### src/rtl/assert_macros.svh
// ----------------------------------------------------------------------------
// Assertion macros
// Shared property wrappers for the task queue checks.
// ----------------------------------------------------------------------------
`ifndef ASSERT_MACROS_SVH
`define ASSERT_MACROS_SVH

// same-cycle implication, disabled during reset
`define SPTQ_ASSERT_IMP(lbl, clk, rst, ante, cons, msg) \
  lbl: assert property (@(posedge clk) disable iff (rst) (ante) |-> (cons)) \
    else $error(msg);

// next-cycle implication, disabled during reset
`define SPTQ_ASSERT_NXT(lbl, clk, rst, ante, cons, msg) \
  lbl: assert property (@(posedge clk) disable iff (rst) (ante) |=> (cons)) \
    else $error(msg);

`endif

### src/rtl/sptq_pkg.sv
// ----------------------------------------------------------------------------
// sptq_pkg
// Types and constants shared by the stable priority task queue.
// ----------------------------------------------------------------------------
package sptq_pkg;

  localparam int CAPACITY_DEF     = 16;
  localparam int PAYLOAD_BITS_DEF = 32;

  localparam int PRIO_W    = 15;
  localparam int IN_PAY_W  = 32;
  localparam int OUT_PAY_W = 32;
  localparam int OCC_W     = 5;
  localparam int IN_DATA_W  = 48;
  localparam int OUT_DATA_W = 56;

  typedef enum logic [1:0] {
    OP_INSERT = 2'd0,
    OP_POP    = 2'd1,
    OP_CLEAR  = 2'd2,
    OP_NOP    = 2'd3
  } op_t;

  typedef enum logic [1:0] {
    STS_OK       = 2'd0,
    STS_EMPTY    = 2'd1,
    STS_FULL     = 2'd2,
    STS_NEGATIVE = 2'd3
  } status_t;

  typedef struct packed {
    logic load;
    op_t  op;
  } cmd_t;

endpackage

### src/rtl/sptq_ctrl.sv
// ----------------------------------------------------------------------------
// sptq_ctrl
// Handshake controller: accepts a request, issues it to the datapath and
// tracks the held result.
// ----------------------------------------------------------------------------
module sptq_ctrl (
  input  logic               clk,
  input  logic               rst,
  input  logic               in_valid,
  input  logic [1:0]         in_op,
  output logic               in_ready,
  output logic               out_valid,
  input  logic               out_ready,
  output sptq_pkg::cmd_t     cmd
);

  typedef enum logic [1:0] {
    ST_IDLE = 2'b01,
    ST_HOLD = 2'b10
  } state_t;

  state_t state;
  state_t state_next;
  logic   accept;

  assign in_ready  = (state == ST_IDLE) || out_ready;
  assign out_valid = (state == ST_HOLD);
  assign accept    = in_valid && in_ready;

  assign cmd.load = accept;
  assign cmd.op   = sptq_pkg::op_t'(in_op);

  always_comb begin
    state_next = state;
    unique case (state)
      ST_IDLE: begin
        if (accept) state_next = ST_HOLD;
      end
      ST_HOLD: begin
        if (out_ready && !accept) state_next = ST_IDLE;
      end
      default: state_next = ST_IDLE;
    endcase
  end

  always_ff @(posedge clk) begin
    if (rst) begin
      state <= ST_IDLE;
    end else begin
      state <= state_next;
    end
  end

endmodule

### src/rtl/sptq_dpath.sv
// ----------------------------------------------------------------------------
// sptq_dpath
// Sorted shift-register store with parallel compare, entry count and
// registered result.
// ----------------------------------------------------------------------------
module sptq_dpath #(
  parameter int CAPACITY     = sptq_pkg::CAPACITY_DEF,
  parameter int PAYLOAD_BITS = sptq_pkg::PAYLOAD_BITS_DEF,
  localparam int CW          = $clog2(CAPACITY + 1)
) (
  input  logic                             clk,
  input  logic                             rst,
  input  sptq_pkg::cmd_t                   cmd,
  input  logic [15:0]                      priority_req,
  input  logic [sptq_pkg::IN_PAY_W-1:0]    payload,
  output sptq_pkg::status_t                status,
  output logic [sptq_pkg::PRIO_W-1:0]      out_priority,
  output logic [sptq_pkg::OUT_PAY_W-1:0]   out_payload,
  output logic [sptq_pkg::OCC_W-1:0]       occupancy,
  output logic [CW-1:0]                    count
);

  logic [sptq_pkg::PRIO_W-1:0] prio [CAPACITY];
  logic [PAYLOAD_BITS-1:0]     pay  [CAPACITY];
  logic [CAPACITY-1:0]         le;

  logic [sptq_pkg::PRIO_W-1:0]  new_prio;
  logic [PAYLOAD_BITS-1:0]      new_pay;
  logic [63:0]                  in_pay_ext;
  logic [63:0]                  head_pay_ext;
  logic [8:0]                   cnt_ext;
  logic                         neg;
  logic                         full;
  logic                         ins_ok;
  logic                         pop_ok;
  logic [CW-1:0]                count_next;
  sptq_pkg::status_t            st_c;
  logic [sptq_pkg::PRIO_W-1:0]  rprio_c;
  logic [sptq_pkg::OUT_PAY_W-1:0] rpay_c;

  assign new_prio     = priority_req[sptq_pkg::PRIO_W-1:0];
  assign in_pay_ext   = 64'(payload);
  assign new_pay      = in_pay_ext[PAYLOAD_BITS-1:0];
  assign head_pay_ext = 64'(pay[0]);
  assign neg          = priority_req[15];
  assign full         = (count == CW'(CAPACITY));

  // entries at or below the new priority stay in place
  for (genvar i = 0; i < CAPACITY; i++) begin : g_cmp
    assign le[i] = (CW'(i) < count) && (prio[i] <= new_prio);
  end

  always_comb begin
    st_c       = sptq_pkg::STS_OK;
    count_next = count;
    rprio_c    = '0;
    rpay_c     = '0;
    ins_ok     = 1'b0;
    pop_ok     = 1'b0;
    if (cmd.load) begin
      unique case (cmd.op)
        sptq_pkg::OP_INSERT: begin
          if (neg) begin
            st_c = sptq_pkg::STS_NEGATIVE;
          end else if (full) begin
            st_c = sptq_pkg::STS_FULL;
          end else begin
            ins_ok     = 1'b1;
            count_next = count + CW'(1);
          end
        end
        sptq_pkg::OP_POP: begin
          if (count == '0) begin
            st_c = sptq_pkg::STS_EMPTY;
          end else begin
            pop_ok     = 1'b1;
            rprio_c    = prio[0];
            rpay_c     = head_pay_ext[sptq_pkg::OUT_PAY_W-1:0];
            count_next = count - CW'(1);
          end
        end
        sptq_pkg::OP_CLEAR: begin
          count_next = '0;
        end
        sptq_pkg::OP_NOP: begin
        end
        default: begin
        end
      endcase
    end
  end

  for (genvar i = 0; i < CAPACITY; i++) begin : g_slot
    always_ff @(posedge clk) begin
      if (ins_ok && !le[i]) begin
        if (i == 0) begin
          prio[i] <= new_prio;
          pay[i]  <= new_pay;
        end else if (le[(i == 0) ? 0 : i - 1]) begin
          prio[i] <= new_prio;
          pay[i]  <= new_pay;
        end else begin
          prio[i] <= prio[(i == 0) ? 0 : i - 1];
          pay[i]  <= pay[(i == 0) ? 0 : i - 1];
        end
      end else if (pop_ok && (i < CAPACITY - 1)) begin
        prio[i] <= prio[(i < CAPACITY - 1) ? i + 1 : i];
        pay[i]  <= pay[(i < CAPACITY - 1) ? i + 1 : i];
      end
    end
  end

  assign cnt_ext = 9'(count_next);

  always_ff @(posedge clk) begin
    if (rst) begin
      count <= '0;
    end else begin
      count <= count_next;
    end
  end

  always_ff @(posedge clk) begin
    if (cmd.load) begin
      status       <= st_c;
      out_priority <= rprio_c;
      out_payload  <= rpay_c;
      occupancy    <= cnt_ext[sptq_pkg::OCC_W-1:0];
    end
  end

endmodule

### src/rtl/stable_priority_task_queue.sv
// ----------------------------------------------------------------------------
// stable_priority_task_queue
// Bounded task queue sorted by ascending priority, stable for equal
// priorities, with insert, pop-front and clear requests.
// ----------------------------------------------------------------------------
//  channel   | dir | tuser          | tdata (low bit up)
//  s_axis    | in  | opcode[1:0]    | priority_req[15:0], payload[31:0]
//  m_axis    | out | status[1:0]    | out_priority[14:0], out_payload[31:0],
//            |     |                | occupancy[4:0], zero pad[3:0]
//
//  Each request is served by the sorted shift-register store, which
//  compares all entries in parallel; the result is registered.
//  A new request is taken whenever no result is held or the held one is
//  taken in the same cycle, so one request per cycle when m_tready is high.
//  Synchronous reset empties the queue and drops any held result.
//  A stall on m_tready holds the result and stalls s_tready.
// ----------------------------------------------------------------------------
`include "assert_macros.svh"

module stable_priority_task_queue #(
  parameter int CAPACITY     = sptq_pkg::CAPACITY_DEF,
  parameter int PAYLOAD_BITS = sptq_pkg::PAYLOAD_BITS_DEF
) (
  input  logic                              clk,
  input  logic                              rst,
  input  logic                              s_tvalid,
  output logic                              s_tready,
  // priority_req[15:0], payload[47:16]
  input  logic [sptq_pkg::IN_DATA_W-1:0]    s_tdata,
  // opcode[1:0]
  input  logic [1:0]                        s_tuser,
  output logic                              m_tvalid,
  input  logic                              m_tready,
  // out_priority[14:0], out_payload[46:15], occupancy[51:47], zeros[55:52]
  output logic [sptq_pkg::OUT_DATA_W-1:0]   m_tdata,
  // status[1:0]
  output logic [1:0]                        m_tuser
);

  localparam int CW = $clog2(CAPACITY + 1);

  sptq_pkg::cmd_t                  cmd;
  sptq_pkg::status_t               status;
  logic [sptq_pkg::PRIO_W-1:0]     out_priority;
  logic [sptq_pkg::OUT_PAY_W-1:0]  out_payload;
  logic [sptq_pkg::OCC_W-1:0]      occupancy;
  logic [CW-1:0]                   count;

  sptq_ctrl u_ctrl (
    .clk       (clk),
    .rst       (rst),
    .in_valid  (s_tvalid),
    .in_op     (s_tuser),
    .in_ready  (s_tready),
    .out_valid (m_tvalid),
    .out_ready (m_tready),
    .cmd       (cmd)
  );

  sptq_dpath #(
    .CAPACITY     (CAPACITY),
    .PAYLOAD_BITS (PAYLOAD_BITS)
  ) u_dpath (
    .clk          (clk),
    .rst          (rst),
    .cmd          (cmd),
    .priority_req (s_tdata[15:0]),
    .payload      (s_tdata[47:16]),
    .status       (status),
    .out_priority (out_priority),
    .out_payload  (out_payload),
    .occupancy    (occupancy),
    .count        (count)
  );

  assign m_tuser = status;
  assign m_tdata = {4'b0, occupancy, out_payload, out_priority};

  `SPTQ_ASSERT_IMP(a_count_bound, clk, rst, 1'b1, count <= CW'(CAPACITY), "count over capacity")
  `SPTQ_ASSERT_IMP(a_no_overwrite, clk, rst, s_tvalid && s_tready, !m_tvalid || m_tready, "held result overwritten")
  `SPTQ_ASSERT_NXT(a_pop_dec, clk, rst, cmd.load && cmd.op == sptq_pkg::OP_POP && count != '0, count == $past(count) - CW'(1), "pop did not shrink queue")
  `SPTQ_ASSERT_IMP(a_full_flag, clk, rst, m_tvalid && status == sptq_pkg::STS_FULL, count == CW'(CAPACITY), "full status below capacity")

endmodule
### config.mk
export PLATFORM = sky130hd
export DESIGN_NAME = stable_priority_task_queue
export DESIGN_NICKNAME = d
export VERILOG_FILES = /design/src/rtl/sptq_pkg.sv /design/src/rtl/sptq_ctrl.sv /design/src/rtl/sptq_dpath.sv /design/src/rtl/stable_priority_task_queue.sv
export VERILOG_INCLUDE_DIRS = /design/src /design/src/rtl
export SDC_FILE = /design/constraint.sdc
export NUM_CORES = 2
export LEC_CHECK = 0
export BUFFER_PORTS_ARGS = -buffer_cell sky130_fd_sc_hd__buf_2
export CORE_MARGIN = 1
export CORE_UTILIZATION = 33
export CTS_BUF_LIST = sky130_fd_sc_hd__clkbuf_2
export CTS_CLUSTER_DIAMETER = 50
export DETAILED_ROUTE_END_ITERATION = 8
export GPL_TIMING_DRIVEN = 1
export SLEW_MARGIN = 25
export SYNTH_ARGS = -nofsm -noshare
export SYNTH_HDL_FRONTEND = slang
export SYNTH_SLANG_ARGS = --single-unit
### constraint.sdc
create_clock -name clk -period 8.21 [get_ports clk]
set_input_delay 2.0525 -clock clk [delete_from_list [all_inputs] [get_ports clk]]
set_output_delay 2.0525 -clock clk [all_outputs]
set_load 0.005 [all_outputs]
---- Word-level counts from Yosys, hierarchy flattened ----
Memories as Yosys holds them, arrays and structs flattened.
Index checks and enable logic that the tools add are counted.
word-level totals
  memories kept ........................... 2
  ROM bits ................................ 0
  input port bits ......................... 54
  bits in latches ......................... 0
  bits in writable memories ............... 752
  logic and storage cells ................. 368
  output and inout bits ................... 60
  register bits after elaboration ......... 61
operators by class
  divide/modulo/power cells ............... 0
  multiply operators ...................... 0
  bitwise operators ....................... 61
  eq/ne operators ......................... 7
  add/sub/neg operators ................... 2
  muxes and demuxes ....................... 202
  $lt $le $gt $ge ......................... 32
  reduce and logical (&&, ||, !) cells .... 56
  shift operators ......................... 0
memory list
  memory        words  bits a word  read ports  clocked after Yosys merged registers in  wr ports  line              source
  u_dpath.pay   16     32           16          0                                        16        sptq_dpath.sv:24  logic [PAYLOAD_BITS-1:0] pay [CAPACITY];
  u_dpath.prio  16     15           16          0                                        16        sptq_dpath.sv:23  logic [sptq_pkg::PRIO_W-1:0] prio [CAPACITY];
operators with widths
  operator                                                number
  two-way mux 32 bit                                      30
  two-way mux 15 bit                                      30
  less-or-equal comparator 15 bit                         16
  two-way mux 1 bit                                       131
  bitwise OR 1 bit                                        60
  < comparator 4 x 5 -> 1 bit (first input constant)      8
  logical AND 1 bit                                       34
  < comparator 3 x 5 -> 1 bit (first input constant)      4
  two-way mux 5 bit                                       4
  zero test 1 bit                                         17
  case mux 5 bit (3 select lines)                         1
  < comparator 1 x 5 -> 1 bit (first input constant)      2
  < comparator 2 x 5 -> 1 bit (first input constant)      2
  two-way mux 2 bit                                       4
  case mux 2 bit (2 select lines)                         2
  adder 5 x 1 -> 5 bit (second input constant)            1
  equality test 5 bit (second input constant)             1
  zero test 5 bit                                         1
  subtractor 5 x 1 -> 5 bit (second input constant)       1
  equality test 2 x 1 -> 1 bit (second input constant)    2
  equality test 2 bit (second input constant)             2
  inequality test 2 x 1 -> 1 bit (second input constant)  2
  zero test 2 bit                                         1
  AND reduction 2 bit                                     1
  other kinds (3)                                         3

---- Longest topological paths before layout ----
  depth after elaboration ................. 10
  mapped depth ............................ 12
  depth with buffers taken out ............ 9

---- By module ----
From an unflattened synthesis, not the netlist that was laid out.
second synthesis, totals
  cells, all modules ...................... 3974
  area, all modules ....................... 44931.8 um^2
modules (own cells, without submodules)
  module                      sequential area each (um^2)  area each (um^2)  cells each  instances
  sptq_dpath                  24303.3                      44770.4           3956        1
  sptq_ctrl                   40.0                         127.6             13          1
  stable_priority_task_queue  0.0                          33.8              5           1

---- Worst setup path before layout ----
No wires, ideal clock.
  kind .................................... input to register
  start point ............................. in s_tdata[14] (netlist bit)
  end point ............................... mem u_dpath.pay[1][160] (netlist bit) (enable)
  buffers on the path ..................... 0
  cell stages on the path ................. 7
  arrival time ............................ 6.767 ns
  setup slack ............................. 0.926 ns
  setup time .............................. 0.517 ns
  required time ........................... 7.693 ns
  path through ............................ inv_1 > ha_1 > nand2_1 > nor4_1 > o31ai_1 > a32o_1 > o21ai_0
RTL lines
  what                line                              source
  start: declaration  stable_priority_task_queue.sv:29  input logic [sptq_pkg::IN_DATA_W-1:0] s_tdata,
  end: declaration    sptq_dpath.sv:24

==> results_dict.tcl <==
set metrics [dict create \
    outcome "finished clean" \
    h-tree-depth 4 \
    worstSetupStartpoint "s_tdata[14]" \
    leakage_nw 16.04 \
    clkLatencyLatePin_ns 1.55 \
    skew_ns 0.1404 \
    arrival_ns 6.19 \
    yosys_warnings 0 \
    hp-class "register to register" \
    die-area_um2 131300 \
    rsz0062_at_grt "false" \
    ys_seq_area_share_pct 56.82 \
    synth_most_common_cell "edfxtp_1" \
    relSlewSlack_pct 25.42 \
    die_w_um 362.3 \
    gp_congestion 0.9638 \
    cts_resized 0 \
    holdBufCountCts 0 \
    dr_total_vias 33395 \
    drv_slew 0 \
    initial_utilization_pct 33.42 \
    vias_per_cell 5.963 \
    drive_gt1_share_pct 15.92 \
    cp_max_fo 37 \
    cts_setup_buffers 0 \
    cp-end-kind "register" \
    vdd_drop_max_uv 129.5 \
    design.core.area_um2 128200 \
    avgSynthCellArea_um2 11.86 \
    rows 131 \
    gr-total-overflow 0 \
    reg2reg_from "u_ctrl.state[0]$_SDFFE_PP1P_" \
    synthCells 3613 \
    cts.sinks 813 \
    cts_root_buffer "clkbuf_2" \
    maxCapViolations 0 \
    grt_antenna_before_repair 19 \
    routed_wl_mm 149.7 \
    port_buffers 109 \
    worst-r2r-setup-slack_ns 3.56 \
    synth_edf_count 806 \
    areaGrowthSynthToFinish_pct 9.959 \
    fmax_ghz 0.1987 \
    worstMarginPinSlew_ns 1.116 \
    async_reset_ff_share_pct 0 \
    clk_pin_slew_ns 0.12 \
    routedWlPerCell_um 26.74 \
    dp_hpwl_mm 92.49 \
    r2r_end "u_dpath.pay[1][82]$_DFFE_PP_" \
    ios 114 \
    hold_start "u_dpath.pay[1][217]$_DFFE_PP_" \
    synthTopCellsByCount "806 x edfxtp_1, 483 x nand2_1, 294 x o21ai_0" \
    synth_area_leader_cell "edfxtp_1" \
    ys.flop_type "edfxtp_1" \
    fin_crit_sh_pct 61.29 \
    fin_tns_setup_ns 0 \
    hold_path_depth 1 \
    drt.antenna.violating_nets 0 \
    drc 0 \
    power_density_nw_per_um2 183.4 \
    cts_buffer_depth 3 \
    die_h_um 362.3 \
    cp.required_ns 9.37 \
    grt_pass1_vias 31755 \
    finalPower_mw 8.640 \
    syn_area_um2 42840 \
    firstDrtPassIters 9 \
    startpoint_type "primary input" \
    yosysUniqueCellTypes 68 \
    cts_tree "done" \
    reg2regPathDepth 7 \
    min_to "u_dpath.pay[1][185]$_DFFE_PP_" \
    placed_cells 5211 \
    stdcell_count 5600 \
    synth_top_area_share_pct 56.50 \
    min_period_ns 5.032 \
    grt_pass1_wl_mm 217.5 \
    critPathKind "primary input to register" \
    synth.area.top_cells "edfxtp_1 56%, ha_1 7.1%, a221o_1 6.6%" \
    grt_usage_pct 22.27 \
    synth_seq_cells 813 \
    grt_start_max_net_pins 202 \
    final_net_count 4001 \
    numCtsBuffers 219 \
    hold_violations 0 \
    drt-initial-drc-count 4167 \
    setup_violations 0 \
]
## per-stage QoR
step           hold slack [ns]  setup slack, ns  instance area (µm²)  util [%]
2_1_floorplan           0.5142           0.9261                42850         -
3_3_place_gp            0.5168            1.592                44980     35.09
6_report                0.4932            3.178                47110     36.75
4_1_cts                 0.4614            3.400                47090     36.73
3_5_place_dp            0.5317            1.787                45100     35.18
5_1_grt                 0.5174            3.208                47090     36.74
## critical path: stages
cell and delay (ns):
buf_2 0.14, inv_1 0.59, ha_1 0.31, nand4_1 0.18
nor3_1 0.61, o21ai_0 0.36, a41oi_4 0.64, and2_2 0.51
buf_4 0.52, o21ai_0 0.18
## routing by layer
layer | share of wire, % | track usage (%) | up-vias
li1 | - | - | 14529
met1 | 42 | 30.68 | 16539
met2 | 44 | 33.45 | 1968
met3 | 10 | 5.433 | 349
met4 | 3.8 | 9.001 | 10
met5 | 0.045 | 0 | -
## flip-flops by register name, indices dropped and copies added, names as in the netlist
name and cells:
u_dpath.out_payload 32, u_dpath.prio 240, u_ctrl.state 2, u_dpath.pay 512
u_dpath.occupancy 5, u_dpath.status 2, u_dpath.count 5, u_dpath.out_priority 15
## worst max path at each step
stage                     slack (ns)                             to  cells after the start
after CTS                       3.40  u_dpath.pay[0][179]$_DFFE_PP_                     10
after floorplan                 0.93  u_dpath.pay[1][160]$_DFFE_PP_                      7
after global placement          1.59  u_dpath.pay[0][137]$_DFFE_PP_                     10
final                           3.18  u_dpath.pay[0][179]$_DFFE_PP_                     10
after detailed placement        1.79  u_dpath.pay[0][175]$_DFFE_PP_                     10
after global routing            3.21  u_dpath.prio[1][81]$_DFFE_PP_                      8
## final cells by class
type	instances	area [µm²]
repair buffers	176	1216
clock inverters	60	385.4
multi-input cells	2447	17200
well taps	1729	2163
inverters	46	173.9
diodes	9	22.52
fillers	12654	81070
clock buffers	320	1602
flip-flops and latches	813	24340
## where the power goes
group	total (mW)	switching [mW]	internal, mW
combinational	0.820	0.533	0.286
sequential	4.81	0.0805	4.73
clock	3.01	1.83	1.18
total	8.64	2.45	6.19
## logic make-up after synthesis
family,share of synthesized area [%]
simple gates,10.16
compound gates,20.84
mux,1.235
flops,56.82
fa+ha+maj,7.126
other cells,0.008753
buf+inv,3.806
## layout by cell type (no fill, tap or decap), drive strengths merged, types with 7 or more instances in the layout
| master | n |
|---|---|
| nand2 | 483 |
| clkinv | 49 |
| a21o | 8 |
| ha | 244 |
| a32oi | 47 |
| buf | 176 |
| edfxtp | 806 |
| nand4 | 33 |
| nand3 | 24 |
| o211ai | 140 |
| a211oi | 19 |
| diode | 9 |
| inv | 52 |
| o21ai | 304 |
| nor2b | 22 |
| dfxtp | 7 |
| nor2 | 49 |
| and2 | 235 |
| nand2b | 8 |
| nor3 | 28 |
| clkbuf | 320 |
| a221o | 283 |
| o21a | 14 |
| nand3b | 8 |
| a22oi | 191 |
| mux2 | 47 |
| a21oi | 191 |
Power figures use the tool's default switching activity.
